`config.mk`:
```
export PLATFORM = sky130hd
export DESIGN_NAME = rffsa_ram
export DESIGN_NICKNAME = d
export VERILOG_FILES = /design/src/rffsa_ram.sv
export SDC_FILE = /design/constraint.sdc
export NUM_CORES = 2
export LEC_CHECK = 0
export BUFFER_PORTS_ARGS = -buffer_cell sky130_fd_sc_hd__buf_4
export CELL_PAD_IN_SITES_DETAIL_PLACEMENT = 1
export CELL_PAD_IN_SITES_GLOBAL_PLACEMENT = 1
export CORE_ASPECT_RATIO = 0.6
export CORE_MARGIN = 2
export CORE_UTILIZATION = 25
export CTS_CLUSTER_DIAMETER = 200
export DETAILED_ROUTE_END_ITERATION = 10
export GPL_TIMING_DRIVEN = 0
export PLACE_DENSITY_LB_ADDON = 0.12
export SETUP_SLACK_MARGIN = 0.2
export SYNTH_ARGS = -nofsm -noshare
export SYNTH_HDL_FRONTEND = slang
export SYNTH_SLANG_ARGS = --single-unit
export TNS_END_PERCENT = 100
```
`constraint.sdc`:
```
create_clock -name clk -period 2.73 [get_ports clk]
set_input_delay 0.4095 -clock clk [delete_from_list [all_inputs] [get_ports clk]]
set_output_delay 0.4095 -clock clk [all_outputs]
set_load 0.005 [all_outputs]
```
`src/rffsa_ram.sv`:
```
// ----------------------------------------------------------------------------
// rffsa_ram : generic simple dual-port RAM
// One write port, one read port with registered read data.
// ----------------------------------------------------------------------------
`default_nettype none

module rffsa_ram #(
  parameter int WIDTH = 16,
  parameter int DEPTH = 256
) (
  input  wire logic                                        clk,
  input  wire logic                                        we,
  input  wire logic [((DEPTH > 1) ? $clog2(DEPTH) : 1)-1:0] waddr,
  input  wire logic [WIDTH-1:0]                            wdata,
  input  wire logic                                        re,
  input  wire logic [((DEPTH > 1) ? $clog2(DEPTH) : 1)-1:0] raddr,
  output logic      [WIDTH-1:0]                            rdata
);

  logic [WIDTH-1:0] mem [DEPTH];

  always_ff @(posedge clk) begin
    if (we) begin
      mem[waddr] <= wdata;
    end
    if (re) begin
      rdata <= mem[raddr];
    end
  end

endmodule

`default_nettype wire

```
# Yosys cells after proc, flatten, opt, wreduce, memory -nomap -nowiden
# Memories as Yosys holds them, arrays and structs flattened. A register that Yosys moved wholly into a read port is not among the register bits.
# Cells that the tools add are included.
dict set report totals {
  mem_count 1
  output_inout_bits 16
  ram_bits 4096
  in_bits 35
  word_cells 3
  ff_bits 0
}
dict set report classes {
  n_mux 2
}
# memory words width read_ports rd_clocked_by_memory_dff wr line_no
set memory_table {}
lappend memory_table {mem 256 16 1 1 1 20} ;# logic [WIDTH-1:0] mem [DEPTH];
# op n
set ops {}
lappend ops {{1-bit 2-to-1 mux} 2}

# Logic depth before layout (Yosys ltp)
dict set report depth {
  depth_word 2
  depth_mapped 12
  depth_no_buf 6
}

# Least setup slack after synthesis
# Ideal clock, no wire load.
dict set report synth_path {
  kind {input port to flip-flop}
  start {input port raddr[0] in the netlist's numbering}
  end {register rdata[4] (read register of mem) (data pin)}
  path_slack_ns 0.072
  required_ns 2.465
  cell_stages 8
  arrival_ns 2.393
  path_buffers 3
  setup_ns 0.265
  cell_sequence {buf_6 -> buf_6 -> buf_2 -> mux4_2 -> mux4_2 -> a22o_1 -> o32ai_2 -> nor4_2}
}
# item line_no
set synth_lines {}
lappend synth_lines {{start, declared} 16} ;# input wire logic [((DEPTH > 1) ? $clog2(DEPTH) : 1)-1:0] raddr,
lappend synth_lines {{end, declared} 17} ;# output logic [WIDTH-1:0] rdata

==> impl_metrics.py <==
metrics = {
    "status": {
        "outcome": "complete, but fails checks",
        "violations": "setup timing",
    },
    "floorplanning": {
        "die_w_um": 1030,
        "io_pins": 51,
        "num_rows": 226,
        "die_h_um": 621,
        "die_area_um2": 642000,
        "core-area_um2": 632000,
        "start_util_pct": 25.1,
    },
    "timing": {
        "finalSetupViolations": 16,
        "hold_viol": 0,
        "clock.fmax_mhz": 337,
        "skew_ns": 0.0557,
        "finalSetupTns_ns": -1.80,
        "slew_headroom_pct": 12.3,
        "rsz0062_at_grt": "yes",
        "setup_ws_ns": -0.240,
        "maxSlewViolCount": 0,
        "worst_slew_pin_slew_ns": 1.31,
        "fin_crit_sh_pct": 109,
        "layout_min_cycle_time_ns": 2.97,
    },
    "yosys": {
        "synthTopCellsByArea": "edfxtp_1 (78%), mux4_2 (11%), mux2i_1 (3.6%), o221ai_1 (1.4%), nor2_1 (0.72%)",
        "synth_top_area_share_pct": 77.7,
        "synth_top_cell_by_area": "edfxtp_1",
        "synth_flop_cell": "edfxtp_1",
        "synth-seq-cells": 4112,
        "avgSynthCellArea_um2": 21.6,
        "synthTopCellsByCount": "edfxtp_1 (4112), mux4_2 (797), mux2i_1 (565)",
        "yosysUniqueCellTypes": 51,
        "syn-instance-count": 7360,
        "ys_seq_area_share_pct": 77.7,
        "synth_nets": 7395,
        "ys_warn_count": 0,
        "netlist_area_um2": 159000,
        "yosysMostFrequentCell": "edfxtp_1",
        "synthArstFlopShare_pct": 0,
        "synth_edf_count": 4112,
    },
    "critical_path": {
        "critical_path.top_delay_family": "buffers and inverters",
        "endpoint_kind": "flip-flop",
        "critPathKind": "input pin to flip-flop",
        "cpPeakStageDelay_ns": 0.66,
        "r2r_setup_slack_ns": -0.12,
        "critPathMostFrequentCell": "buf_16",
        "crit_required_ns": 3.45,
        "critPathMaxFanout": 11,
        "path_cells": "buf_16 > buf_16 > buf_16 > buf_16 > buf_16 > buf_16 > mux2i_2 > o22ai_2 > mux2i_1 > a22oi_2 > nand4_1 > nor4_4",
        "arrival_ns": 3.69,
        "path_buf_inv": 6,
        "slowest_stage": "a22oi_2",
        "start_kind": "input pin",
    },
    "flow_run": {
        "drv_cap": 0,
    },
    "placement": {
        "dp_slack_ns": -4.55,
        "gp_congestion": 0.935,
        "post-dp-hpwl_um": 477000,
        "io_buffers": 40,
    },
    "finish": {
        "area_delta_synth_final_pct": 24.1,
        "fillerInstances": 62846,
        "drive_gt1_share_pct": 34.7,
        "nNetsFinal": 8316,
    },
    "route": {
        "dr.pass1.iters": 6,
        "drcViolationCount": 0,
        "drt_first_iter_violations": 12580,
        "ant_nets": 0,
        "viasPerCell": 5.06,
        "vias": 86627,
        "routedWlPerCell_um": 39.1,
        "wirelength_um": 669000,
    },
    "clocking": {
        "numCtsBuffers": 421,
        "cts_tree": "done",
        "clkSinkCount": 4112,
        "cts-htree-levels": 5,
        "insertion_delay_ns": 0.99,
        "clock_path_buffers": 4,
        "clk_pin_slew_ns": 0.06,
        "cts_root_buf": "clkbuf_16",
    },
    "global_routing": {
        "grt_pass1_vias": 84915,
        "grt_use_total_pct": 20.3,
        "antenna_found_initial": 98,
        "grt_overflow": 0,
        "grt_pass1_wl_um": 864000,
        "grt_start_max_net_pins": 117,
    },
    "power_and_ir_drop": {
        "ir_drop_mv": 0.506,
        "power.density_nw_per_um2": 710,
        "power.leakage_nw": 61.2,
        "finalPower_mw": 140,
    },
    "hold_path": {
        "worstHoldPathType": "input pin to flip-flop",
    },
}
[where the power goes]
group | switching, mW | internal, mW
registers | 0.0384 | 69.6
clock network | 26.3 | 33.9
logic | 7.02 | 3.13
[flip-flops by register name, summed over array words and instances (netlist names)]
name / count
rdata: 16
mem: 4096
[layer usage]
| metal | GRT usage (%) | vias up | routed length [µm] |
|---|---|---|---|
| li1 | - | 33380 | - |
| met1 | 33.3 | 48778 | 337000 |
| met2 | 25.8 | 3820 | 251000 |
| met3 | 6.08 | 643 | 68400 |
| met4 | 3.09 | 6 | 12100 |
| met5 | 0 | - | 429 |
[cell type report]
class / instances / area (µm²) / share of cell area (%)
flip-flops and latches: 4112 / 123000 / 62.6
multi-input cells: 2792 / 36800 / 18.6
clock buffers: 504 / 11000 / 5.60
well taps: 8436 / 10600 / 5.35
repair buffers: 498 / 7600 / 3.85
plain buffers: 452 / 4710 / 2.39
clock inverters: 277 / 2910 / 1.47
diodes: 46 / 115 / 0.0584
inverters: 4 / 23.8 / 0.0121
[stage by stage]
stage          hold slack (ns)  instance area [µm²]  instances  util [%]
5_1_grt                  0.236               197000      17077      31.2
6_report                 0.255               197000      17121      31.2
4_1_cts                  0.205               196000      17026      31.0
3_3_place_gp             0.779               170000      15836      26.9
2_1_floorplan            0.508               159000       7360         -
3_5_place_dp             0.671               176000      16136      27.9
[cell usage in the layout, fill, tap and decap left out, types with 22 or more instances in the layout]
cell type | netlist | layout
clkbuf_4 | 0 | 48
clkbuf_1 | 230 | 127
a21oi_1 | 175 | 137
o22ai_1 | 148 | 124
nor3_2 | 0 | 25
edfxtp_1 | 4112 | 4112
buf_6 | 77 | 69
nor2_1 | 304 | 44
buf_16 | 0 | 115
buf_2 | 76 | 31
mux2i_1 | 565 | 563
o221ai_1 | 252 | 174
mux2_2 | 88 | 87
a22oi_2 | 0 | 23
nor3_4 | 0 | 27
nor3_1 | 92 | 40
clkbuf_2 | 0 | 84
o22ai_2 | 0 | 22
nor2_4 | 0 | 88
nor2_2 | 0 | 172
clkinv_2 | 0 | 83
clkbuf_8 | 0 | 31
clkbuf_16 | 0 | 434
bufinv_16 | 0 | 53
buf_12 | 5 | 95
nand4_1 | 26 | 26
buf_4 | 26 | 191
diode_2 | 0 | 46
o221ai_2 | 1 | 67
nand2_1 | 38 | 32
mux4_2 | 797 | 797
buf_8 | 11 | 206
clkinv_1 | 0 | 100
[path summary, 6_finish.rpt]
kind,startpoint,end,cells after the start
max reg2reg,mem[11][4],rdata[4],6
max,raddr[0],rdata[8],12
min,wdata[6],mem[108][6],2
min reg2reg,mem[218][4],rdata[4],5
[what timing repair did]
| item | in CTS | in global routing |
|---|---|---|
| gates resized for setup | 970 | 166 |
| cloned | 2 | 1 |
| pin swaps | 83 | 54 |
| setup endpoints to repair | 998 | 432 |
| setup buffers | 90 | 47 |
| endpoints found under the hold margin | 685 | 0 |
| hold buffers | 17 | 0 |
[worst reg2reg max path, cell delays in order, from the launching register on]
cell and delay (ns):
edfxtp_1 0.37, mux4_2 0.49, mux2_2 0.34, a22oi_2 0.46, nand2_1 0.20, o32ai_4 0.56
nor4_4 0.14
[logic make-up (layout without fill, tap and decap cells)]
logic type | count (synthesis) | count (layout) | share of synthesized area (%)
other cells | 0 | 46 | 0
buf+inv | 456 | 1735 | 1.69
flops | 4112 | 4112 | 77.7
simple gates | 556 | 556 | 1.57
mux | 1450 | 1450 | 15.5
compound gates | 786 | 786 | 3.53
Power figures use the tool's default switching activity.
