## src/rffsa_pkg.sv

```systemverilog
// ----------------------------------------------------------------------------
// rffsa_pkg : shared types, constants and helpers of the seat allocator
// Sizes of the row store, field widths, codes and the sequencer state type.
// ----------------------------------------------------------------------------
`default_nettype none

package rffsa_pkg;

  // Sizing of the row store
  localparam int MAX_ROWS  = 256;
  localparam int SEAT_BITS = 16;
  localparam int ROW_W     = (MAX_ROWS > 1) ? $clog2(MAX_ROWS) : 1;

  // Fixed field widths
  localparam int MODE_W      = 1;
  localparam int NEED_W      = 24;
  localparam int MAXROW_W    = 8;
  localparam int ROW_FIELD_W = 8;
  localparam int START_W     = 16;
  localparam int ROWS_CFG_W  = 9;
  localparam int SEATS_CFG_W = 16;
  localparam int CFG_DATA_W  = 16;
  localparam int CFG_IDX_W   = 1;

  // Width of the shared subtractor operands
  localparam int ARG_W = (NEED_W > SEAT_BITS) ? NEED_W : SEAT_BITS;

  // Width used to clamp the row limit
  localparam int LIM_W = (ROW_W + 1 > ROWS_CFG_W) ? ROW_W + 1 : ROWS_CFG_W;

  // Width used to saturate the per-row seat count
  localparam int CAP_CMP_W = 33;
  localparam logic [CAP_CMP_W-1:0] SEAT_MAX = (CAP_CMP_W'(1) << SEAT_BITS) - CAP_CMP_W'(1);

  // Register indexes
  localparam logic [CFG_IDX_W-1:0] REG_ROWS_IN_USE   = 1'b0;
  localparam logic [CFG_IDX_W-1:0] REG_SEATS_PER_ROW = 1'b1;

  // Request modes
  localparam logic [MODE_W-1:0] MODE_GATHER  = 1'b0;
  localparam logic [MODE_W-1:0] MODE_SCATTER = 1'b1;

  typedef enum logic [2:0] {
    ST_IDLE,
    ST_SCAN,
    ST_CLR,
    ST_FIN,
    ST_RESP
  } state_t;

  // Row store access issued by the sequencer
  typedef struct packed {
    logic                 we;
    logic [ROW_W-1:0]     waddr;
    logic [SEAT_BITS-1:0] wdata;
    logic                 re;
    logic [ROW_W-1:0]     raddr;
  } mem_req_t;

  // Saturate the configured seat count to what a row counter holds
  function automatic logic [SEAT_BITS-1:0] seat_cap(input logic [SEATS_CFG_W-1:0] spr);
    logic [CAP_CMP_W-1:0] v;
    v = CAP_CMP_W'(spr);
    if (v > SEAT_MAX) begin
      v = SEAT_MAX;
    end
    return SEAT_BITS'(v);
  endfunction

  // Clamp the requested row limit to the rows in use
  function automatic logic [ROW_W-1:0] row_top(input logic [ROWS_CFG_W-1:0] rows,
                                               input logic [MAXROW_W-1:0]   mr);
    logic [LIM_W-1:0] used;
    logic [LIM_W-1:0] lim;
    used = LIM_W'(rows);
    if (rows == '0) begin
      used = LIM_W'(1);
    end else if (used > LIM_W'(MAX_ROWS)) begin
      used = LIM_W'(MAX_ROWS);
    end
    lim = used - LIM_W'(1);
    if (LIM_W'(mr) > lim) begin
      return ROW_W'(lim);
    end
    return ROW_W'(mr);
  endfunction

endpackage

`default_nettype wire

```

## src/rffsa_alu.sv

```systemverilog
// ----------------------------------------------------------------------------
// rffsa_alu : shared subtract/compare unit
// Computes a - b with borrow and zero flags for the seat comparisons and updates.
// ----------------------------------------------------------------------------
`default_nettype none

module rffsa_alu
  import rffsa_pkg::*;
(
  input  wire logic [ARG_W-1:0] a,
  input  wire logic [ARG_W-1:0] b,
  output logic      [ARG_W-1:0] diff,
  output logic                  borrow,
  output logic                  zero
);

  logic [ARG_W:0] full;

  assign full   = {1'b0, a} - {1'b0, b};
  assign diff   = full[ARG_W-1:0];
  assign borrow = full[ARG_W];
  assign zero   = (full[ARG_W-1:0] == '0);

endmodule

`default_nettype wire

```

## src/rffsa_ctrl.sv

```systemverilog
// ----------------------------------------------------------------------------
// rffsa_ctrl : request sequencer of the seat allocator
// Streams rows through the shared subtractor, clears rows, writes the hit row
// back and holds the result in an output register.
// ----------------------------------------------------------------------------
`default_nettype none

module rffsa_ctrl
  import rffsa_pkg::*;
(
  input  wire logic                   clk,
  input  wire logic                   rst_n,
  // request side
  input  wire logic                   in_valid,
  output logic                        in_ready,
  input  wire logic [MODE_W-1:0]      in_mode,
  input  wire logic [NEED_W-1:0]      in_group_size,
  input  wire logic [MAXROW_W-1:0]    in_max_row,
  // result side
  output logic                        out_valid,
  input  wire logic                   out_ready,
  output logic                        out_granted,
  output logic [ROW_FIELD_W-1:0]      out_row,
  output logic [START_W-1:0]          out_first_seat,
  // configuration
  input  wire logic [ROWS_CFG_W-1:0]  rows_in_use,
  input  wire logic [SEAT_BITS-1:0]   cap,
  // row store
  output mem_req_t                    mem_req,
  input  wire logic [SEAT_BITS-1:0]   row_free
);

  state_t state_r, state_nxt;

  logic                 chk_vld_r, chk_vld_nxt;
  logic                 out_vld_r, out_vld_nxt;
  logic                 out_load;

  logic [MODE_W-1:0]    mode_r, mode_nxt;
  logic [NEED_W-1:0]    need_r, need_nxt;
  logic [NEED_W-1:0]    left_r, left_nxt;
  logic [ROW_W-1:0]     top_r, top_nxt;
  logic [ROW_W-1:0]     ptr_r, ptr_nxt;
  logic [ROW_W-1:0]     chk_row_r, chk_row_nxt;
  logic [ROW_W-1:0]     hit_row_r, hit_row_nxt;
  logic [SEAT_BITS-1:0] hit_free_r, hit_free_nxt;
  logic [SEAT_BITS-1:0] upd_r, upd_nxt;
  logic                 grant_r, grant_nxt;
  logic [ROW_W-1:0]     res_row_r, res_row_nxt;
  logic [SEAT_BITS-1:0] res_start_r, res_start_nxt;

  logic                   out_granted_r;
  logic [ROW_FIELD_W-1:0] out_row_r;
  logic [START_W-1:0]     out_start_r;

  logic [ARG_W-1:0] alu_a, alu_b, alu_diff;
  logic             alu_borrow, alu_zero;
  logic             hit;

  rffsa_alu u_alu (
    .a      (alu_a),
    .b      (alu_b),
    .diff   (alu_diff),
    .borrow (alu_borrow),
    .zero   (alu_zero)
  );

  always_ff @(posedge clk) begin
    if (!rst_n) begin
      state_r   <= ST_IDLE;
      chk_vld_r <= 1'b0;
      out_vld_r <= 1'b0;
    end else begin
      state_r   <= state_nxt;
      chk_vld_r <= chk_vld_nxt;
      out_vld_r <= out_vld_nxt;
    end
  end

  always_ff @(posedge clk) begin
    mode_r      <= mode_nxt;
    need_r      <= need_nxt;
    left_r      <= left_nxt;
    top_r       <= top_nxt;
    ptr_r       <= ptr_nxt;
    chk_row_r   <= chk_row_nxt;
    hit_row_r   <= hit_row_nxt;
    hit_free_r  <= hit_free_nxt;
    upd_r       <= upd_nxt;
    grant_r     <= grant_nxt;
    res_row_r   <= res_row_nxt;
    res_start_r <= res_start_nxt;
    if (out_load) begin
      out_granted_r <= grant_r;
      out_row_r     <= ROW_FIELD_W'(res_row_r);
      out_start_r   <= START_W'(res_start_r);
    end
  end

  always_comb begin
    state_nxt     = state_r;
    chk_vld_nxt   = chk_vld_r;
    mode_nxt      = mode_r;
    need_nxt      = need_r;
    left_nxt      = left_r;
    top_nxt       = top_r;
    ptr_nxt       = ptr_r;
    chk_row_nxt   = chk_row_r;
    hit_row_nxt   = hit_row_r;
    hit_free_nxt  = hit_free_r;
    upd_nxt       = upd_r;
    grant_nxt     = grant_r;
    res_row_nxt   = res_row_r;
    res_start_nxt = res_start_r;
    in_ready      = 1'b0;
    out_load      = 1'b0;
    mem_req       = '0;
    alu_a         = '0;
    alu_b         = '0;
    hit           = 1'b0;

    unique case (state_r)
      ST_IDLE: begin
        in_ready = 1'b1;
        if (in_valid) begin
          mode_nxt    = in_mode;
          need_nxt    = in_group_size;
          left_nxt    = in_group_size;
          top_nxt     = row_top(rows_in_use, in_max_row);
          ptr_nxt     = '0;
          chk_vld_nxt = 1'b0;
          state_nxt   = ST_SCAN;
        end
      end

      ST_SCAN: begin
        // issue one row read per cycle, check the row read last cycle
        mem_req.re    = 1'b1;
        mem_req.raddr = ptr_r;
        ptr_nxt       = ptr_r + 1'b1;
        chk_row_nxt   = ptr_r;
        chk_vld_nxt   = 1'b1;
        if (chk_vld_r) begin
          if (mode_r == MODE_GATHER) begin
            alu_a = ARG_W'(row_free);
            alu_b = ARG_W'(need_r);
            hit   = !alu_borrow;
          end else begin
            alu_a = ARG_W'(left_r);
            alu_b = ARG_W'(row_free);
            hit   = (row_free != '0) && (alu_borrow || alu_zero);
          end
          if (hit) begin
            hit_row_nxt  = chk_row_r;
            hit_free_nxt = row_free;
            upd_nxt      = alu_diff[SEAT_BITS-1:0];
            ptr_nxt      = '0;
            chk_vld_nxt  = 1'b0;
            if ((mode_r == MODE_SCATTER) && (chk_row_r != '0)) begin
              state_nxt = ST_CLR;
            end else begin
              state_nxt = ST_FIN;
            end
          end else begin
            if (mode_r == MODE_SCATTER) begin
              left_nxt = alu_diff[NEED_W-1:0];
            end
            if (chk_row_r == top_r) begin
              grant_nxt     = 1'b0;
              res_row_nxt   = '0;
              res_start_nxt = '0;
              state_nxt     = ST_RESP;
            end
          end
        end
      end

      ST_CLR: begin
        // empty every row ahead of the last one
        mem_req.we    = 1'b1;
        mem_req.waddr = ptr_r;
        mem_req.wdata = '0;
        ptr_nxt       = ptr_r + 1'b1;
        if (ROW_W'(ptr_r + 1'b1) == hit_row_r) begin
          state_nxt = ST_FIN;
        end
      end

      ST_FIN: begin
        mem_req.we    = 1'b1;
        mem_req.waddr = hit_row_r;
        grant_nxt     = 1'b1;
        if (mode_r == MODE_GATHER) begin
          alu_a         = ARG_W'(cap);
          alu_b         = ARG_W'(hit_free_r);
          mem_req.wdata = upd_r;
          res_row_nxt   = hit_row_r;
          res_start_nxt = alu_diff[SEAT_BITS-1:0];
        end else begin
          alu_a         = ARG_W'(hit_free_r);
          alu_b         = ARG_W'(left_r);
          mem_req.wdata = alu_diff[SEAT_BITS-1:0];
          res_row_nxt   = '0;
          res_start_nxt = '0;
        end
        state_nxt = ST_RESP;
      end

      ST_RESP: begin
        if (!out_vld_r || out_ready) begin
          out_load  = 1'b1;
          state_nxt = ST_IDLE;
        end
      end

      default: begin
        state_nxt = ST_IDLE;
      end
    endcase

    out_vld_nxt = out_vld_r && !out_ready;
    if (out_load) begin
      out_vld_nxt = 1'b1;
    end
  end

  assign out_valid      = out_vld_r;
  assign out_granted    = out_granted_r;
  assign out_row        = out_row_r;
  assign out_first_seat = out_start_r;

`ifndef SYNTHESIS
  a_refusal_zero: assert property (@(posedge clk) disable iff (!rst_n)
    out_vld_r && !out_granted_r |-> (out_row_r == '0) && (out_start_r == '0))
    else $error("refused result carries a row or seat");

  a_busy_after_accept: assert property (@(posedge clk) disable iff (!rst_n)
    in_valid && in_ready |=> !in_ready)
    else $error("request taken while previous one still in work");

  a_result_loaded: assert property (@(posedge clk) disable iff (!rst_n)
    (state_r == ST_RESP) && !out_vld_r |=> out_vld_r)
    else $error("finished result not moved to output register");
`endif

endmodule

`default_nettype wire

```

## config.mk

```make
export PLATFORM = sky130hd
export DESIGN_NAME = rffsa_ctrl
export DESIGN_NICKNAME = d
export VERILOG_FILES = /design/src/rffsa_pkg.sv /design/src/rffsa_alu.sv /design/src/rffsa_ctrl.sv
export SDC_FILE = /design/constraint.sdc
export NUM_CORES = 1
export LEC_CHECK = 0
export ABC_AREA = 1
export BUFFER_PORTS_ARGS = -buffer_cell sky130_fd_sc_hd__buf_2
export CAP_MARGIN = 5
export CORE_UTILIZATION = 47
export CTS_CLUSTER_SIZE = 28
export DETAILED_ROUTE_END_ITERATION = 6
export HOLD_SLACK_MARGIN = 0.06
export PLACE_DENSITY = 0.68
export SLEW_MARGIN = 25
export SYNTH_ARGS = -nofsm -noshare
export SYNTH_HDL_FRONTEND = slang
export SYNTH_SLANG_ARGS = --single-unit
```

## constraint.sdc

```tcl
create_clock -name clk -period 12.5 [get_ports clk]
set_clock_uncertainty 0.05 [all_clocks]
set_input_delay 0 -clock clk [delete_from_list [all_inputs] [get_ports clk]]
set_output_delay 0 -clock clk [all_outputs]
set_load 0.05 [all_outputs]
```

* Yosys cells after proc, flatten, opt, wreduce, memory -nomap -nowiden
Index checks and enable logic that the tools add are counted.
Operators by class: add/sub/neg operators 3, multipliers 0, div/mod/pow operators 0, order comparisons 2, eq/ne operators 14, shift-type cells 0, multiplexer cells 62, bitwise operators 0, reduce and logical (&&, ||, !) cells 23
Operators with widths (count):
- two-way mux 24 bit | 9
- case mux 24 bit (2 select lines) | 3
- two-way mux 16 bit | 6
- two-way mux 8 bit | 9
- case mux 25 bit (2 select lines) | 1
- two-way mux 9 bit | 5
- case mux 16 bit (2 select lines) | 1
- subtractor 24 x 24 -> 25 bit | 1
- zero test 24 bit | 1
- case mux 8 bit (3 select lines) | 1
- two-way mux 3 bit | 6
- two-way mux 1 bit | 17
- equality test 8 bit | 2
- case mux 8 bit (2 select lines) | 1
- nonzero test 16 bit | 1
- case mux 3 bit (5 select lines) | 1
- inequality test 2 bit (second input constant) | 7
- AND reduction 5 bit | 2
- > comparator 8 x 9 -> 1 bit | 1
- > comparator 9 bit (second input constant) | 1
- zero test 9 bit | 1
- subtractor 9 x 1 -> 9 bit (second input constant) | 1
- adder 8 x 1 -> 8 bit (second input constant) | 1
- nonzero test 8 bit | 1
- 14 further kinds | 24
Storage, ports and cells: register bits after elaboration 168, latch bits 0, memory bits (writable) 0, bits in read-only memories 0, output and inout port bits 61, word-level logic and storage cells 122, memories kept 0

* Logic depth before layout (Yosys ltp)
Gate-level depths: netlist of the first run.
word-level depth 13, gate-level depth with buffers 35

* Modules after synthesis
Synthesis of the first run repeated with hierarchy kept, for this count alone.
Second synthesis, totals: cells, all modules 1267, area, all modules 10159.7 um2
By module, submodules not included:
- rffsa_ctrl | times used 1, cells each 889, area an instance 8320.5 um2, seq. area each 4994.8 um2
- rffsa_alu | times used 1, cells each 378, area an instance 1839.3 um2, seq. area each 0.0 um2

* Worst setup path before layout of the first run
OpenSTA, ideal clock, no wires.
path type register to register, start register state_r[0], end register hit_free_r[0] (enable), arrival 5044 ps, path slack 6968 ps, stages on the path, launching flop included 31, buffers on the path 1, cells stage by stage dfxtp_1 > inv_1 > nor2_1 > inv_1 > nor2_4 > inv_2 > nor2_2 > inv_2 > nor2_2 > inv_2 > clkbuf_1 > o221ai_1 > fa_1 > nand2_1 > inv_1 > nand2_1 > nand3_1 > nand2_1 > nand2_1 > nand2_1 > nand2_1 > nand2_1 > nor2_1 > nand2_1 > nor2_1 > nand2_1 > nand2_1 > nand2_1 > nand2_2 > inv_2 > nor2_1
Between the ends: longest elaborated chain between the ends 10
Ends and longest elaborated chain:
- start, declared | RTL line rffsa_ctrl.sv:33 | state_t state_r, state_nxt;
- start signal, assigned | RTL line rffsa_ctrl.sv:74 | state_r <= state_nxt;
- equality test 3 x 2 -> 1 bit / equality test 3 x 1 -> 1 bit (equally long branches) | RTL line rffsa_ctrl.sv:122 | unique case (state_r)
- case mux 24 bit (2 select lines) | RTL line rffsa_ctrl.sv:122
- subtractor 24 x 24 -> 25 bit | RTL line rffsa_alu.sv:19 | assign full = {1'b0, a} - {1'b0, b};
- zero test 24 bit | RTL line rffsa_alu.sv:22 | assign zero = (full[ARG_W-1:0] == '0);
- logical OR 1 bit | RTL line rffsa_ctrl.sv:151 | hit = (row_free != '0) && (alu_borrow || alu_zero);
- logical AND 1 bit | RTL line rffsa_ctrl.sv:151
- two-way mux 1 bit | RTL line rffsa_ctrl.sv:144 | if (mode_r == MODE_GATHER) begin
- two-way mux 1 bit | RTL line rffsa_ctrl.sv:143 | if (chk_vld_r) begin
- two-way mux 1 bit | RTL line rffsa_ctrl.sv:122
- AND reduction 3 bit (no source line) (*)
- end signal, assigned | RTL line rffsa_ctrl.sv:88 | hit_free_r <= hit_free_nxt;
- end, declared | RTL line rffsa_ctrl.sv:46 | logic [SEAT_BITS-1:0] hit_free_r, hit_free_nxt;
Every way passes the cells marked *; elsewhere a longest branch is shown, timed or not. The select of a mux whose other input is x is not followed. A chain may end at the register's enable or synchronous reset.

* Worst setup path in the final report of the first run
start register state_r[0], end register hit_row_r[7] (enable)
Between the ends: longest elaborated chain between the ends 10
Ends and longest elaborated chain:
- equality test 3 x 2 -> 1 bit / equality test 3 x 1 -> 1 bit (equally long branches) | RTL line rffsa_ctrl.sv:122
- case mux 24 bit (2 select lines) | RTL line rffsa_ctrl.sv:122
- subtractor 24 x 24 -> 25 bit | RTL line rffsa_alu.sv:19
- zero test 24 bit | RTL line rffsa_alu.sv:22
- logical OR 1 bit | RTL line rffsa_ctrl.sv:151
- logical AND 1 bit | RTL line rffsa_ctrl.sv:151
- two-way mux 1 bit | RTL line rffsa_ctrl.sv:144
- two-way mux 1 bit | RTL line rffsa_ctrl.sv:143
- two-way mux 1 bit | RTL line rffsa_ctrl.sv:122
- AND reduction 3 bit (no source line) (*)
- end signal, assigned | RTL line rffsa_ctrl.sv:87 | hit_row_r <= hit_row_nxt;
- end, declared | RTL line rffsa_ctrl.sv:45 | logic [ROW_W-1:0] hit_row_r, hit_row_nxt;
Marks and branches as above.

==> flow_summary.toml, run 1 <==
[floorplan]
die_h_um = 145
fp.coreArea_um2 = 20200
row_count = 52
io_pins = 139
dieArea_um2 = 21100
start_util_pct = 47.8
die_x_um = 145

[setup_path]
cp.buffers_inverters = 9
critPathMaxFanout = 50
r2r_cells = 29
critPathKind = "reg -> reg"
cp_common_cell = "nand2_1"
start_kind = "register"
reg2reg_to = "hit_row_r[7]"
cp-end-kind = "register"
required_ns = 12.59
cpMaxStageDelayCell = "nor2_2"
r2r-start = "state_r[0]"
worst-endpoint-arrival_ns = 7.57
cp_top_family = "simple AND/OR/NAND/NOR gates"
r2r_slack_ns = 5.01
max_stage_delay_ns = 0.83

[logic_synthesis]
netlist.area_leader.share_pct = 50.8
synth_most_common_cell = "nand2_1"
ys_warn_count = 0
yosys-top-cells-area = "edfxtp_1 (51%), nand2_1 (14%), inv_1 (6.8%)"
synth.distinct_cells = 40
yosysSeqAreaShare_pct = 51.8
syn_area_um2 = 9640
async_flop_share_pct = 0
yosys.area.top_type = "edfxtp_1"
syn-num-nets = 1244
syn_avg_cell_area_um2 = 8.52
ys_seq_elements = 168
synth_edf_count = 163
synthFlopType = "edfxtp_1"
synthCells = 1131
synth_common_cells = "nand2_1 (347), inv_1 (174), edfxtp_1 (163)"

[cts]
cts_tree = "built"
cts.sinks = 168
worstSkewPairLatency_ns = 0.43
cts.clk_slew.worst_paths_ns = 0.07
ctsResizeCount = 0
clockRootBuffer = "clkbuf_16"
ctsHtreeMaxLevel = 4
post_cts_buffers = 0
clockBufferDepth = 2
numCtsBuffers = 17

[sta]
rsz0062_at_grt = "false"
drv_slew = 0
setup_tns_ns = 0
slew_headroom_pct = 31.6
period_needed_ns = 7.49
clock.fmax_ghz = 0.134
worst_slew_pin_slew_ns = 1.02
setup_viol = 0
hold_violations = 0
period_share_pct = 59.9
layout_setup_ws_ns = 5.01

[global_routing]
grt_max_degree = 51
grt_use_total_pct = 26.7
antenna_found_initial = 1
grt_pass1_wl_um = 43300
grt_overflow = 0
grt_pass1_vias = 8252

[worst_hold_path]
hp-start = "rows_in_use[2]"
min_to = "top_r[2]"
holdPathStages = 4
hold_path.class = "in -> reg"

[status]
status = "completed"

[placed_design]
dp_hpwl_um = 20700
post-place-ws_ns = 5.22
numPortBuffers = 138
gp_congestion = 1.01
placed_area_um2 = 10700

[cells_and_area]
final_cell_area_um2 = 11800
fillerInstances = 1822
syn_to_final_growth_pct = 22.3
final_nets = 1433
drive_gt1_share_pct = 15.5

[power_and_ir_drop]
peakVddDrop_mv = 0.141
leakage_nw = 5.42
total_power_mw = 2.84
p_per_area_nw_per_um2 = 241

[detailed_routing]
drc = 0
ant_nets = 0
vias = 8526
via_per_inst = 5.32
avgRoutedWirePerCell_um = 17.4
drt_iter0_markers = 765
drt_wl_total_um = 27800
dr.pass1.iters = 5

[run]
maxCapViolCount = 0
[layer usage]
layer | vias up | wire length, µm | track usage (%)
li1 | 4137 | - | -
met1 | 3962 | 11700 | 34.5
met2 | 368 | 13200 | 44.1
met3 | 59 | 2030 | 4.97
met4 | 0 | 903 | 11.3
met5 | - | 0 | 0
[tightest hold or removal path, cell delays in order]
cell     delay [ns]
buf_2          0.11
nand2_1        0.07
xor2_1         0.09
o21ai_0        0.17
[layout make-up]
class                   instances  area (µm²)  share of cell area (%)
clock buffers                  17         425                    3.61
well taps                     270         338                    2.87
repair buffers                199        1310                    11.1
clock inverters                14         160                    1.36
inverters                     182         684                    5.81
multi-input cells             752        3870                    32.8
flip-flops and latches        168        4990                    42.4
diodes                          1        2.50                  0.0212
[worst max path at each step]
| stage | startpoint | to | slack [ns] | depth (start not counted) |
|---|---|---|---|---|
| 2_1_floorplan | state_r[0] | hit_free_r[0] | 6.97 | 30 |
| 3_3_place_gp | state_r[0] | hit_free_r[9] | 5.15 | 28 |
| 3_5_place_dp | state_r[0] | hit_free_r[9] | 5.22 | 29 |
| 4_1_cts | state_r[0] | hit_free_r[1] | 5.18 | 29 |
| 5_1_grt | state_r[0] | hit_free_r[1] | 4.61 | 29 |
| 6_report | state_r[0] | hit_row_r[7] | 5.01 | 29 |
[timing repair]
action / in CTS / in global routing
hold buffers: 52 / 0
setup endpoints to repair: 0 / 0
hold endpoints to repair: 87 / 0
[state kept, by name (all words and copies together) (netlist names)]
| signal | cells |
|---|---|
| res_row_r | 8 |
| top_r | 8 |
| chk_row_r | 8 |
| upd_r | 16 |
| hit_row_r | 8 |
| out_row | 8 |
| chk_vld_r | 1 |
| res_start_r | 16 |
| grant_r | 1 |
| state_r | 3 |
| left_r | 24 |
| hit_free_r | 16 |
| ptr_r | 8 |
| out_valid | 1 |
| need_r | 24 |
| out_first_seat | 16 |
| out_granted | 1 |
| mode_r | 1 |
[layout by cell type (no fill, tap or decap), types with 12 or more instances in the layout]
master,instances
xor2_1,20
nand4_1,12
o221ai_1,21
nand2_1,347
o22ai_1,18
buf_2,138
dlygate4sd3_1,52
xnor2_1,12
nand3_1,31
o21ai_0,47
ha_1,34
nor2_1,107
inv_1,174
a21oi_1,26
clkbuf_16,17
edfxtp_1,163
[kinds of logic (layout without fill, tap and decap cells)]
group                      after synthesis  in the layout  share of synthesized area (%)
other                                    0              1                              0
DFF                                    168            168                           51.8
AOI/OAI and AO/OA                      141            141                           9.27
xor gates and xnor gates                32             32                           2.91
and+or+nand+nor                        543            543                           23.0
adders and majority gates               36             36                           4.72
buffers and inverters                  211            412                           8.25
[metrics by stage]
step           utilization (%)  instances  hold WS (ns)
2_1_floorplan                -       1131        0.0489
3_3_place_gp              52.7       1517         0.128
4_1_cts                   58.4       1602        0.0695
6_report                  58.4       1603        0.0833
5_1_grt                   58.4       1602         0.124
3_5_place_dp              53.0       1519         0.128
[where the power goes]
part	total, mW	internal (mW)	switching [mW]
Combinational	1.45	0.396	1.06
Sequential	0.859	0.805	0.0540
Clock	0.533	0.299	0.234
No activity file was read; power rests on OpenSTA's default activity.
==> inputs of run 2 (changes only) <==
==> constraint.sdc (replaced) <==
create_clock -name clk -period 7.31 [get_ports clk]
set_clock_uncertainty 0.05 [all_clocks]
set_input_delay 0 -clock clk [delete_from_list [all_inputs] [get_ports clk]]
set_output_delay 0 -clock clk [all_outputs]
set_load 0.05 [all_outputs]
==> flow_summary.toml, run 2 (synthesis gave the netlist of run 1 again) <==
[placed_design]
gp_congestion = 1.00
placed_area_um2 = 10700
numPortBuffers = 138
dp_hpwl_um = 20800
dp_cells = 1523

[cts]
ctsResizeCount = 0
cts.sinks = 168
numCtsBuffers = 17
clockRootBuffer = "clkbuf_16"
ctsHtreeMaxLevel = 4
cts_tree = "built"
worstSkewPairLatency_ns = 0.44
cts.clk_slew.worst_paths_ns = 0.06
cts_hold_buf = 54
clockBufferDepth = 2
post_cts_buffers = 0

[sta]
slew_headroom_pct = 38.9
setup_tns_ns = 0
rsz0062_at_grt = "false"
setup_viol = 0
hold_ws_ns = 0.107
hold_violations = 0
drv_slew = 0
period_share_pct = 78.1
period_needed_ns = 5.71
worst_slew_pin_slew_ns = 0.916
clock.fmax_ghz = 0.175

[cells_and_area]
fillerInstances = 1822
layout_commonest_cell = "nand2_1"
final_cells = 1609
multiInputGateArea_um2 = 3870
final_nets = 1439
seq_area_um2 = 4990
syn_to_final_growth_pct = 22.4
num_antenna_cells = 0
reg_top3 = "left_r (24), need_r (24)"
final_cell_area_um2 = 11800
final_cell_mix = "nand2_1 (347), inv_1 (174), edfxtp_1 (163)"
drive_gt1_share_pct = 15.6

[global_routing]
grt_use_total_pct = 27.9
grt_max_degree = 51
antenna_found_initial = 1
grt_pass1_vias = 8334
grt_pass1_wl_um = 44800
grt_overflow = 0

[detailed_routing]
via_per_inst = 5.28
avgRoutedWirePerCell_um = 17.8
drc = 0
ant_nets = 0
dr.pass1.iters = 6
vias = 8494
drt_wl_total_um = 28700
drt_iter0_markers = 657

[power_and_ir_drop]
leakage_nw = 5.44
peakVddDrop_mv = 0.207
total_power_mw = 4.84
p_per_area_nw_per_um2 = 410

[floorplan]
die_x_um = 145
fp.coreArea_um2 = 20200
die_h_um = 145
dieArea_um2 = 21100
io_pins = 139
row_count = 52
start_util_pct = 47.8

[setup_path]
r2r_slack_ns = 1.60
cp_common_cell = "nand2_1"
critPathMaxFanout = 23
start_kind = "register"
cp-end-kind = "register"
critPathKind = "reg -> reg"
max_stage_delay_ns = 0.67
cpMaxStageDelayCell = "inv_1"
worst-endpoint-arrival_ns = 5.76
required_ns = 7.36

[run]
maxCapViolCount = 0

[worst_hold_path]
hold_path.class = "in -> reg"

[status]
status = "completed"
[run 2: cell count changes in the layout (fill, tap and decap cells not counted), sizes merged]
cell,before,now
inv,188,186
dlygate4sd3,52,54
clkbuf,17,19
buf,147,151
clkinv,4,6
diode,1,0
bufinv,2,1
[run 2: layout make-up]
cell class / instances / share of cell area, %
flip-flops and latches: 168 / 42.3
clock buffers: 19 / 3.67
inverters: 182 / 5.80
well taps: 270 / 2.86
clock inverters: 13 / 1.18
multi-input cells: 752 / 32.8
repair buffers: 205 / 11.4
[run 2: per-layer routing]
| metal | up-vias | track usage, % | wire [µm] |
|---|---|---|---|
| met2 | 335 | 47.0 | 13600 |
| met5 | - | 0 | 11 |
| met1 | 3951 | 35.5 | 12200 |
| met4 | 2 | 11.3 | 927 |
| li1 | 4146 | - | - |
| met3 | 60 | 5.09 | 1980 |
[run 2: path summary, 6_finish.rpt]
kind	start	endpoint	cells past startpoint
worst min register to register	res_start_r[13]	out_first_seat[13]	0
worst max register to register	state_r[0]	hit_free_r[4]	29
worst min-delay path	rows_in_use[3]	top_r[3]	4
worst max-delay path	state_r[0]	hit_free_r[4]	29
[run 2: per-stage QoR]
| step | utilization [%] | setup slack [ns] |
|---|---|---|
| floorplan | - | 1.78 |
| global placement | 52.9 | 1.73 |
| detailed placement | 53.0 | 1.73 |
| CTS | 58.5 | 1.69 |
| global route | 58.5 | 1.07 |
| finish | 58.5 | 1.60 |
[run 2: report_power, final]
group	switching, mW	internal, mW	total [mW]
sequential	0.0881	1.38	1.46
combinational	1.81	0.680	2.49
clock	0.408	0.479	0.887
total	2.31	2.53	4.84
[run 2: worst max-delay path, delay by kind of cell, from the launching register on]
family | cells | cell delay, ns
buffers and inverters | 8 | 2.25
DFF | 1 | 0.32
AOI/OAI and AO/OA | 2 | 0.42
xor gates and xnor gates | 1 | 0.49
and+or+nand+nor | 17 | 1.48
adders and majority gates | 1 | 0.35
==> inputs of run 3 (changes only) <==
==> constraint.sdc (replaced) <==
create_clock -name clk -period 5.85 [get_ports clk]
set_clock_uncertainty 0.05 [all_clocks]
set_input_delay 0 -clock clk [delete_from_list [all_inputs] [get_ports clk]]
set_output_delay 0 -clock clk [all_outputs]
set_load 0.05 [all_outputs]
==> flow_summary.toml, run 3 (synthesis gave the netlist of run 1 again) <==
[cells_and_area]
final_cell_mix = "nand2_1 (347), inv_1 (174), edfxtp_1 (163)"
num_antenna_cells = 0
multiInputGateArea_um2 = 3870
layout_commonest_cell = "nand2_1"
final_cell_area_um2 = 11800
final_nets = 1444
seq_area_um2 = 4990
reg_top3 = "left_r (24), need_r (24)"
syn_to_final_growth_pct = 22.6
fillerInstances = 1806
drive_gt1_share_pct = 16.2

[cts]
worstSkewPairLatency_ns = 0.44
cts.sinks = 168
clockBufferDepth = 2
numCtsBuffers = 17
ctsHtreeMaxLevel = 4
post_cts_buffers = 0
cts.clk_slew.worst_paths_ns = 0.07
cts_hold_buf = 51
cts_tree = "built"
clockRootBuffer = "clkbuf_16"
ctsResizeCount = 0

[detailed_routing]
vias = 8568
drt_wl_total_um = 28600
drc = 0
via_per_inst = 5.31
dr.pass1.iters = 7
drt_iter0_markers = 715
ant_nets = 0
avgRoutedWirePerCell_um = 17.7

[power_and_ir_drop]
p_comb_share_pct = 51.8
clkPwrFrac_pct = 18.1
internal_power_mw = 3.18
p_per_area_nw_per_um2 = 519
seqPwrFrac_pct = 30.0
total_power_mw = 6.13
peakVddDrop_mv = 0.257
swShare_pct = 48.1
leakage_nw = 5.47
p_sw_mw = 2.95

[setup_path]
cpMaxStageDelayCell = "and3_1"
worst-endpoint-arrival_ns = 5.44
critPathMaxFanout = 17
reg2reg_to = "left_r[16]"
max_stage_delay_ns = 0.58
cp-end-kind = "register"
critPathKind = "reg -> reg"
r2r_cells = 31
cp_common_cell = "nand2_1"
r2r-start = "state_r[0]"
endpoint = "left_r[16]"
required_ns = 5.93
start_kind = "register"
critPathLaunch = "state_r[0]"
r2r_slack_ns = 0.49

[sta]
worst_slew_pin_slew_ns = 0.949
period_share_pct = 91.7
hold_ws_ns = 0.0781
hold_violations = 0
clock.fmax_ghz = 0.186
rsz0062_at_grt = "false"
setup_viol = 0
slew_headroom_pct = 36.7
setup_tns_ns = 0
period_needed_ns = 5.36
drv_slew = 0

[global_routing]
grt_pass1_vias = 8465
grt_pass1_wl_um = 45300
antenna_found_initial = 0
grt_overflow = 0
grt_use_total_pct = 28.0
grt_max_degree = 50

[floorplan]
die_h_um = 145
row_count = 52
dieArea_um2 = 21100
io_pins = 139
fp.coreArea_um2 = 20200
die_x_um = 145
start_util_pct = 47.8

[status]
status = "completed"

[placed_design]
gp_congestion = 0.974
numPortBuffers = 138
placed_area_um2 = 10700
dp_hpwl_um = 20900

[worst_hold_path]
hold_path.class = "in -> reg"

[run]
maxCapViolCount = 0
run 3: cell types whose count changed in the layout (fill, tap and decap cells not counted), moves of 2 or more:
cell and delta:
inv_6 -2, buf_4 +9, clkbuf_1 -2, dlygate4sd3_1 -3
inv_8 +6
run 3: layout make-up:
cell class	instances	area share, %
clock buffer	17	3.60
inverter	182	5.79
sequential	168	42.2
tap	270	2.86
multi-input combinational	752	32.8
timing repair buffer	210	11.5
clock inverter	15	1.27
run 3: metrics by stage:
step                      setup WS (ns)  utilization, %  cells
after floorplan                   0.318               -   1131
after CTS                         0.597            58.6   1614
after detailed placement          0.651            53.2   1531
after global placement            0.757            53.2   1531
after global routing             0.0227            58.6   1614
final                             0.487            58.6   1614
run 3: metal layers:
metal  global-route usage, %  part of all wire (%)  vias to the layer above
met2                    47.5                    48                      338
met4                    9.95                   2.6                        0
met3                    3.81                   5.9                       45
li1                        -                     -                     4146
met1                    36.6                    44                     4039
met5                       0                     0                        -
run 3: worst min-delay path by stage:
stage / cells after the start / endpoint / startpoint / slack [ns]
2_1_floorplan: 0 / hit_free_r[0] / row_free[0] / 0.05
3_3_place_gp: 1 / mode_r / in_mode / 0.13
3_5_place_dp: 1 / mode_r / in_mode / 0.13
4_1_cts: 5 / top_r[7] / rows_in_use[8] / 0.07
5_1_grt: 4 / top_r[2] / rows_in_use[2] / 0.12
6_report: 4 / top_r[2] / rows_in_use[2] / 0.08
run 3: worst max-delay path, delay by kind of cell (launching register included):
family	cells	cell delay, ns
AO/OA/AOI/OAI	1	0.37
adder cells (fa/ha/maj)	1	0.34
buffers and inverters	7	1.10
flip-flops	1	0.35
AND/OR/NAND/NOR	22	2.80
run 3: power groups by stage:
stage,Sequential [mW],Clock (mW),Combinational [mW]
after CTS,1.84,1.12,3.14
after global routing,1.86,1.16,3.53
final,1.84,1.11,3.18
after global placement,1.86,0,3.07
after detailed placement,1.87,0,3.09
after floorplan,1.84,0,2.10
